$ cat src/sv/fcm_pkg.sv
// ----------------------------------------------------------------------------
// fcm_pkg
// Shared types, constants and helpers for the chain manager: word layouts,
// table entry encoding, command and status codes, and the micro-op set that
// the controller issues to the datapath.
// ----------------------------------------------------------------------------
package fcm_pkg;

  // Table geometry
  localparam int TABLE_ENTRIES = 4096;
  localparam int IDX_W         = $clog2(TABLE_ENTRIES);
  localparam int PTR_W         = IDX_W + 1;      // can hold TABLE_ENTRIES itself

  // Field widths of the words on the ports
  localparam int CMD_W    = 3;
  localparam int BLK_W    = 12;
  localparam int CNT_W    = 12;
  localparam int STATUS_W = 2;
  localparam int FREED_W  = 13;

  // Command codes
  localparam logic [CMD_W-1:0] CMD_ALLOC  = 3'd0;
  localparam logic [CMD_W-1:0] CMD_APPEND = 3'd1;
  localparam logic [CMD_W-1:0] CMD_FREE   = 3'd2;
  localparam logic [CMD_W-1:0] CMD_TRUNC  = 3'd3;
  localparam logic [CMD_W-1:0] CMD_WALK   = 3'd4;

  // Status codes
  localparam logic [STATUS_W-1:0] ST_OK    = 2'd0;
  localparam logic [STATUS_W-1:0] ST_FULL  = 2'd1;
  localparam logic [STATUS_W-1:0] ST_ENDED = 2'd2;

  // Table entry: a tag and, for a link, the next block
  typedef enum logic [1:0] {
    TAG_FREE = 2'd0,
    TAG_END  = 2'd1,
    TAG_LINK = 2'd2
  } tag_t;

  typedef struct packed {
    tag_t             tag;
    logic [IDX_W-1:0] link;
  } entry_t;

  // Input and result words
  typedef struct packed {
    logic [CMD_W-1:0] command;
    logic [BLK_W-1:0] block_index;
    logic [CNT_W-1:0] link_count;
  } in_item_t;

  typedef struct packed {
    logic [STATUS_W-1:0] status;
    logic [BLK_W-1:0]    result_block;
    logic [FREED_W-1:0]  freed_count;
  } out_item_t;

  // Datapath micro-ops, one per cycle
  typedef enum logic [2:0] {
    OP_NOP     = 3'd0,
    OP_CLEAR   = 3'd1,
    OP_LOAD    = 3'd2,
    OP_SCAN    = 3'd3,
    OP_MARK    = 3'd4,
    OP_FOLLOW  = 3'd5,
    OP_RELEASE = 3'd6,
    OP_OUT     = 3'd7
  } dp_op_t;

  // Datapath status back to the controller
  typedef struct packed {
    logic             clr_last;
    logic             found;
    logic             exhausted;
    tag_t             rd_tag;
    logic             rem_zero;
    logic [CMD_W-1:0] cmd;
  } dp_sts_t;

  // A block index lies inside the table
  function automatic logic blk_in_range(logic [BLK_W-1:0] b);
    return (32'(b) < 32'(TABLE_ENTRIES));
  endfunction

endpackage

$ cat src/sv/fcm_ctrl.sv
// ----------------------------------------------------------------------------
// fcm_ctrl
// Sequencing state machine: clearing pass, command dispatch, free-entry scan,
// link following, chain release and result hand-off.
// ----------------------------------------------------------------------------
module fcm_ctrl
  import fcm_pkg::*;
(
  input  logic     clk,
  input  logic     rst_n,
  input  logic     in_valid,
  input  in_item_t in_item,
  output logic     in_stall,
  output logic     out_valid,
  input  logic     out_stall,
  input  dp_sts_t  sts,
  output dp_op_t   op
);

  typedef enum logic [6:0] {
    S_CLEAR   = 7'b0000001,
    S_IDLE    = 7'b0000010,
    S_SCAN    = 7'b0000100,
    S_MARK    = 7'b0001000,
    S_FOLLOW  = 7'b0010000,
    S_RELEASE = 7'b0100000,
    S_DONE    = 7'b1000000
  } state_t;

  state_t state_r, state_nxt;
  logic   out_valid_r, out_valid_nxt;
  logic   blk_ok;

  assign blk_ok    = blk_in_range(in_item.block_index);
  assign in_stall  = (state_r != S_IDLE);
  assign out_valid = out_valid_r;

  // next state and micro-op
  always_comb begin
    state_nxt = state_r;
    op        = OP_NOP;
    unique case (state_r)
      S_CLEAR: begin
        op = OP_CLEAR;
        if (sts.clr_last) state_nxt = S_IDLE;
      end
      S_IDLE: begin
        if (in_valid) begin
          op = OP_LOAD;
          case (in_item.command) inside
            CMD_ALLOC:           state_nxt = S_SCAN;
            CMD_APPEND:          state_nxt = blk_ok ? S_SCAN : S_DONE;
            CMD_FREE:            state_nxt = blk_ok ? S_RELEASE : S_DONE;
            CMD_TRUNC, CMD_WALK: state_nxt = blk_ok ? S_FOLLOW : S_DONE;
            default:             state_nxt = S_DONE;
          endcase
        end
      end
      S_SCAN: begin
        op = OP_SCAN;
        if (sts.found) state_nxt = S_MARK;
        else if (sts.exhausted) state_nxt = S_DONE;
      end
      S_MARK: begin
        op        = OP_MARK;
        state_nxt = S_DONE;
      end
      S_FOLLOW: begin
        op = OP_FOLLOW;
        if (sts.rd_tag == TAG_FREE) begin
          state_nxt = S_DONE;
        end else if (sts.rem_zero) begin
          if (sts.cmd == CMD_TRUNC && sts.rd_tag == TAG_LINK) state_nxt = S_RELEASE;
          else state_nxt = S_DONE;
        end else if (sts.rd_tag != TAG_LINK) begin
          state_nxt = S_DONE;
        end
      end
      S_RELEASE: begin
        op = OP_RELEASE;
        if (sts.rd_tag != TAG_LINK) state_nxt = S_DONE;
      end
      S_DONE: begin
        if (!out_valid_r || !out_stall) begin
          op        = OP_OUT;
          state_nxt = S_IDLE;
        end
      end
      default: state_nxt = S_CLEAR;
    endcase
  end

  // result word stays valid until taken
  assign out_valid_nxt = (op == OP_OUT) || (out_valid_r && out_stall);

  always_ff @(posedge clk) begin
    if (!rst_n) begin
      state_r     <= S_CLEAR;
      out_valid_r <= 1'b0;
    end else begin
      state_r     <= state_nxt;
      out_valid_r <= out_valid_nxt;
    end
  end

endmodule

$ cat config.mk
export PLATFORM = sky130hd
export DESIGN_NAME = fcm_ctrl
export DESIGN_NICKNAME = d
export VERILOG_FILES = /design/src/sv/fcm_pkg.sv /design/src/sv/fcm_ctrl.sv
export SDC_FILE = /design/constraint.sdc
export NUM_CORES = 1
export LEC_CHECK = 0
export BUFFER_PORTS_ARGS = -buffer_cell sky130_fd_sc_hd__buf_2
export CAP_MARGIN = 15
export CELL_PAD_IN_SITES_DETAIL_PLACEMENT = 1
export CELL_PAD_IN_SITES_GLOBAL_PLACEMENT = 1
export CORE_MARGIN = 8
export CORE_UTILIZATION = 28
export CTS_BUF_LIST = sky130_fd_sc_hd__clkbuf_2 sky130_fd_sc_hd__clkbuf_4 sky130_fd_sc_hd__clkbuf_8
export DETAILED_ROUTE_END_ITERATION = 16
export PLACE_DENSITY = 0.79
export SYNTH_ARGS = -nofsm -noshare
export SYNTH_HDL_FRONTEND = slang
export SYNTH_SLANG_ARGS = --single-unit
$ cat constraint.sdc
create_clock -name clk -period 2.6 [get_ports clk]
set_clock_uncertainty 0.05 [all_clocks]
set_input_delay 0.39 -clock clk [delete_from_list [all_inputs] [get_ports clk]]
set_output_delay 0.39 -clock clk [all_outputs]
set_load 0.005 [all_outputs]
After elaboration in Yosys (flattened, before gate mapping). Index checks and enable logic that the tools add are counted.

Flip-flop bits (word level): 8. Latch bits: 0. RAM bits: 0. Bits in read-only memories: 0. Input bits: 40. Output and inout port bits: 5. Logic and storage cells: 49. Memories: 0.

Add/subtract/negate cells: 0. Multipliers: 0. Divide/modulo/power cells: 0. Order comparisons: 0. Equality and inequality tests: 20. Shift operators: 0. Muxes and demuxes: 17. Bitwise gates (word level): 0. Reduce and logical (&&, ||, !) cells: 10.

Operator list (count): 7-bit two-way mux (13); 7-bit case mux with 7 select lines (1); 3-bit case mux with 7 select lines (1); 3-bit by 2-bit == test with 1-bit output (second input constant) (3); 2-bit inequality test (second input constant) (4); 7-bit by 1-bit == test with 1-bit output (second input constant) (1); 7-bit by 2-bit == test with 1-bit output (second input constant) (1); 7-bit by 3-bit == test with 1-bit output (second input constant) (1); 7-bit by 4-bit == test with 1-bit output (second input constant) (1); 7-bit by 5-bit == test with 1-bit output (second input constant) (1); 7-bit by 6-bit == test with 1-bit output (second input constant) (1); 7-bit == test (second input constant) (1); 7-bit by 2-bit inequality test with 1-bit output (second input constant) (1); 3-bit == test (second input constant) (2); 4-bit AND reduction (1); 3-bit by 1-bit == test with 1-bit output (second input constant) (1); 3-bit logical NOT (1); 3-bit two-way mux (1); 3-bit inequality test (second input constant) (1); 2-bit == test (second input constant) (1); 1-bit logical AND (2); 1-bit logical NOT (2); 2-bit logical NOT (1); 1-bit logical OR (2); other kinds (2) (2).

Longest topological paths before layout.
Depth after elaboration: 8. Depth in mapped cells: 7. Depth with buffers taken out: 4.

Least setup slack after synthesis. OpenSTA, ideal clock, no wires.

Path type: register to register. Start: register state_r[2]. End: register state_r[5]. Library setup time: 79 ps. Arrival: 2219 ps. Required time: 2471 ps. Path slack: 252 ps. Cell stages (with the launch flop): 8. Path buffers: 3. Period minus slack after synthesis: 2348 ps. Cells stage by stage: dfxtp_1 buf_6 or4_1 buf_2 or3b_1 buf_6 or4b_4 a211oi_2.

Word-level cells in the longest chain between the ends: 3. Elaborated cells on any way between the ends: 13. Classes of those cells: eq/ne (11); mux (1); reduce/logical (1).

Ends and longest elaborated chain: from (decl) (RTL line fcm_ctrl.sv:30) `state_t state_r, state_nxt;`; from (signal assigned) (RTL line fcm_ctrl.sv:101) `state_r <= state_nxt;`; 7-bit by 3-bit == test with 1-bit output (tied with other cells) (RTL line fcm_ctrl.sv:42) `unique case (state_r)`; 3-bit inequality test (no source line) or 2-bit inequality test (tied branches); 4-bit AND reduction (no source line).

Several ways; a longest one is shown, not always the timed one. A chain may end at the register's enable or synchronous reset.

Worst setup path after layout.
Start: register state_r[3]. End: output op[1].

Word-level cells in the longest chain between the ends: 2. Elaborated cells on any way between the ends: 8. Classes of those cells: eq/ne (7); mux (1).

Ends and longest elaborated chain: 7-bit == test (tied with other cells) (RTL line fcm_ctrl.sv:42); 3-bit case mux with 7 select lines * (RTL line fcm_ctrl.sv:42); to (decl) (RTL line fcm_ctrl.sv:17) `output dp_op_t op`.

Mark *: on every way between the ends. The rest lies on a longest branch, timed or not.

==> impl_metrics.tcl <==
set metrics [dict create \
    status "finished clean" \
    synthTopCellsByCount "nor2_1 (13), dfxtp_1 (8), nand2_1 (4), nor2b_1 (4)" \
    drtIter0Drc 11 \
    finalSetupTns_ns 0 \
    cts_buffers 3 \
    crit_slowest_cell "or4_1" \
    ir_drop_uv 399 \
    synth_area_leaders "dfxtp_1 (24%), nor2_1 (7.3%), nor2b_1 (3.7%)" \
    cts.sinks 8 \
    worst_slew_pin_slew_ns 0.410 \
    via_per_inst 5.47 \
    yosysSeqAreaShare 0.239 \
    synth_top_area_cell "dfxtp_1" \
    synth_cells 85 \
    cts_root_buf "clkbuf_4" \
    hp-start "sts[6]" \
    cp.arrival_ns 2.05 \
    gp_congestion 0.860 \
    cts.reportedPaths.clkPinSlew_ns 0.05 \
    synth-edff-count 0 \
    slew_headroom 0.726 \
    diodes 0 \
    setup_viol_count_final 0 \
    synth.most_common_cell "nor2_1" \
    cts_resized 0 \
    synth_flop_cell "dfxtp_1" \
    cts_hold_buf 0 \
    chipHeight_um 64.9 \
    cap_violations 0 \
    grt_overflow_total 0 \
    cts_tree "yes" \
    async_flop_share 0 \
    wl_um 2000 \
    yosysWarnings 0 \
    drc 0 \
    crit_path_max_fanout 7 \
    drive_gt1_frac 0.314 \
    grt_pass1_vias 774 \
    grt_pass1_wl_um 3420 \
    clock.fmax_ghz 0.401 \
    path_delay_family "simple AND/OR/NAND/NOR gates" \
    setup.worst_path.start_class "flop" \
    antenna_left 0 \
    path_buf_inv 1 \
    worstSetupPathType "flop to output pin" \
    hold_viol_final 0 \
    slew_violations 0 \
    leakagePower_uw 0.000348 \
    placed_area_um2 790 \
    finalNetCount 147 \
    drt-pass1-iter-count 4 \
    ctsLongestPathBuffers 2 \
    rsz0062_at_grt "no" \
    postSynthAreaPerCell_um2 7.89 \
    die_x_um 64.9 \
    core_area_um2 2230 \
    r2r_slack_ns 0.31 \
    initial_core_util 0.300 \
    fin_crit_sh 0.958 \
    htree_levels 1 \
    die-area_um2 4220 \
    crit_chain "or4_1, or3b_1, o211ai_1, buf_2" \
    dpl.hpwl_um 1630 \
    synthesis.area_um2 671 \
    holdWs_ns 0.305 \
    hp-class "input pin to flop" \
    timing.rr.end "state_r[5]$_SDFFE_PN0P_" \
    ys_ff_latch 8 \
    grt_max_degree 14 \
    worstPathRequired_ns 2.16 \
    wl_per_cell_um 15.1 \
    reg2reg_from "state_r[3]$_SDFFE_PN0P_" \
    synth_top_area_share 0.239 \
    num_vias 727 \
    area_growth_pct 21.1 \
    max_stage_delay_ns 0.54 \
    post-cts-setup-buffers 0 \
    antenna_found_initial 0 \
    p_per_area_nw_per_um2 580 \
    pin_count 45 \
    endpoint_kind "output pin" \
    ys_types 43 \
    holdPathEnd "state_r[2]$_SDFFE_PN0P_" \
    track_usage 0.0991 \
    fin_crit_ns 2.49 \
    whs_path_depth 2 \
    fin_area_um2 812 \
    clock_latency_ns 0.25 \
    reg2reg_depth 4 \
    synth_nets 125 \
    cp.depth 4 \
    placementRows 17 \
    io_buffers 20 \
]
==> cell families (layout without fill, tap and decap cells) <==
logic type,after synthesis,after routing,share of synthesized area
and+or+nand+nor,44,44,0.382
muxes,2,2,0.0299
buffers and inverters,8,28,0.0690
DFF,8,8,0.239
AOI/OAI and AO/OA,21,21,0.254
xor gates and xnor gates,2,2,0.0261
==> stage by stage <==
step,setup WS (ns),utilization,instances,power [uW]
after floorplan,0.252,-,85,314
after global placement,0.341,0.354,130,368
after detailed placement,0.337,0.354,130,375
after CTS,0.108,0.364,133,474
after global routing,0.0476,0.364,133,505
final,0.109,0.364,133,471
==> registers in the layout (all words and copies together), names as in the netlist <==
signal and count:
out_valid 1, state_r 7
==> routing by layer <==
metal  vias to the layer above  share of wire  global-route usage
met2                        11           0.49               0.164
met1                       346           0.47               0.119
met5                         -              0                   0
met4                         0          0.014              0.0572
li1                        366              -                   -
met3                         4          0.021              0.0137
==> layout by cell type (no fill, tap or decap), types with 2 or more instances in the layout <==
cell type	instances
nand2b_1	2
nor2_1	13
and3b_1	2
a21oi_1	2
or2_2	2
inv_1	2
nor2b_1	4
o32ai_1	2
clkbuf_4	3
nand2_1	4
buf_4	3
nor4b_1	2
nor3_1	2
xor2_1	2
nor4_1	2
buf_2	20
o21ai_0	3
nand3_1	2
dfxtp_1	8
mux2i_1	2
==> worst register-to-register path: stages, from the launching register on <==
cell	delay, ns
dfxtp_1	0.36
or4_1	0.55
or3b_1	0.51
or4b_4	0.53
a211oi_2	0.21
==> final cells by class <==
class	count	area [um2]
clock buffers	3	22.5
flip-flops and latches	8	160
fillers	297	1420
repair buffers	23	123
multi-input cells	69	464
inverters	2	7.51
well taps	28	35.0
==> where the power goes <==
part / switching (uW) / internal, uW
clock network: 43.2 / 52.9
registers: 35.1 / 138
logic: 106 / 95.8
total: 184 / 287
==> how the worst max path moves through the flow <==
stage / endpoint / startpoint / slack [ns]
3_5_place_dp: state_r[5]$_SDFFE_PN0P_ / state_r[3]$_SDFFE_PN0P_ / 0.34
2_1_floorplan: state_r[5]$_SDFFE_PN0P_ / state_r[2]$_SDFFE_PN0P_ / 0.25
6_report: op[1] / state_r[3]$_SDFFE_PN0P_ / 0.11
4_1_cts: op[1] / state_r[3]$_SDFFE_PN0P_ / 0.11
5_1_grt: op[1] / state_r[3]$_SDFFE_PN0P_ / 0.05
3_3_place_gp: state_r[5]$_SDFFE_PN0P_ / state_r[3]$_SDFFE_PN0P_ / 0.34
No activity file was read; power rests on OpenSTA's default activity.
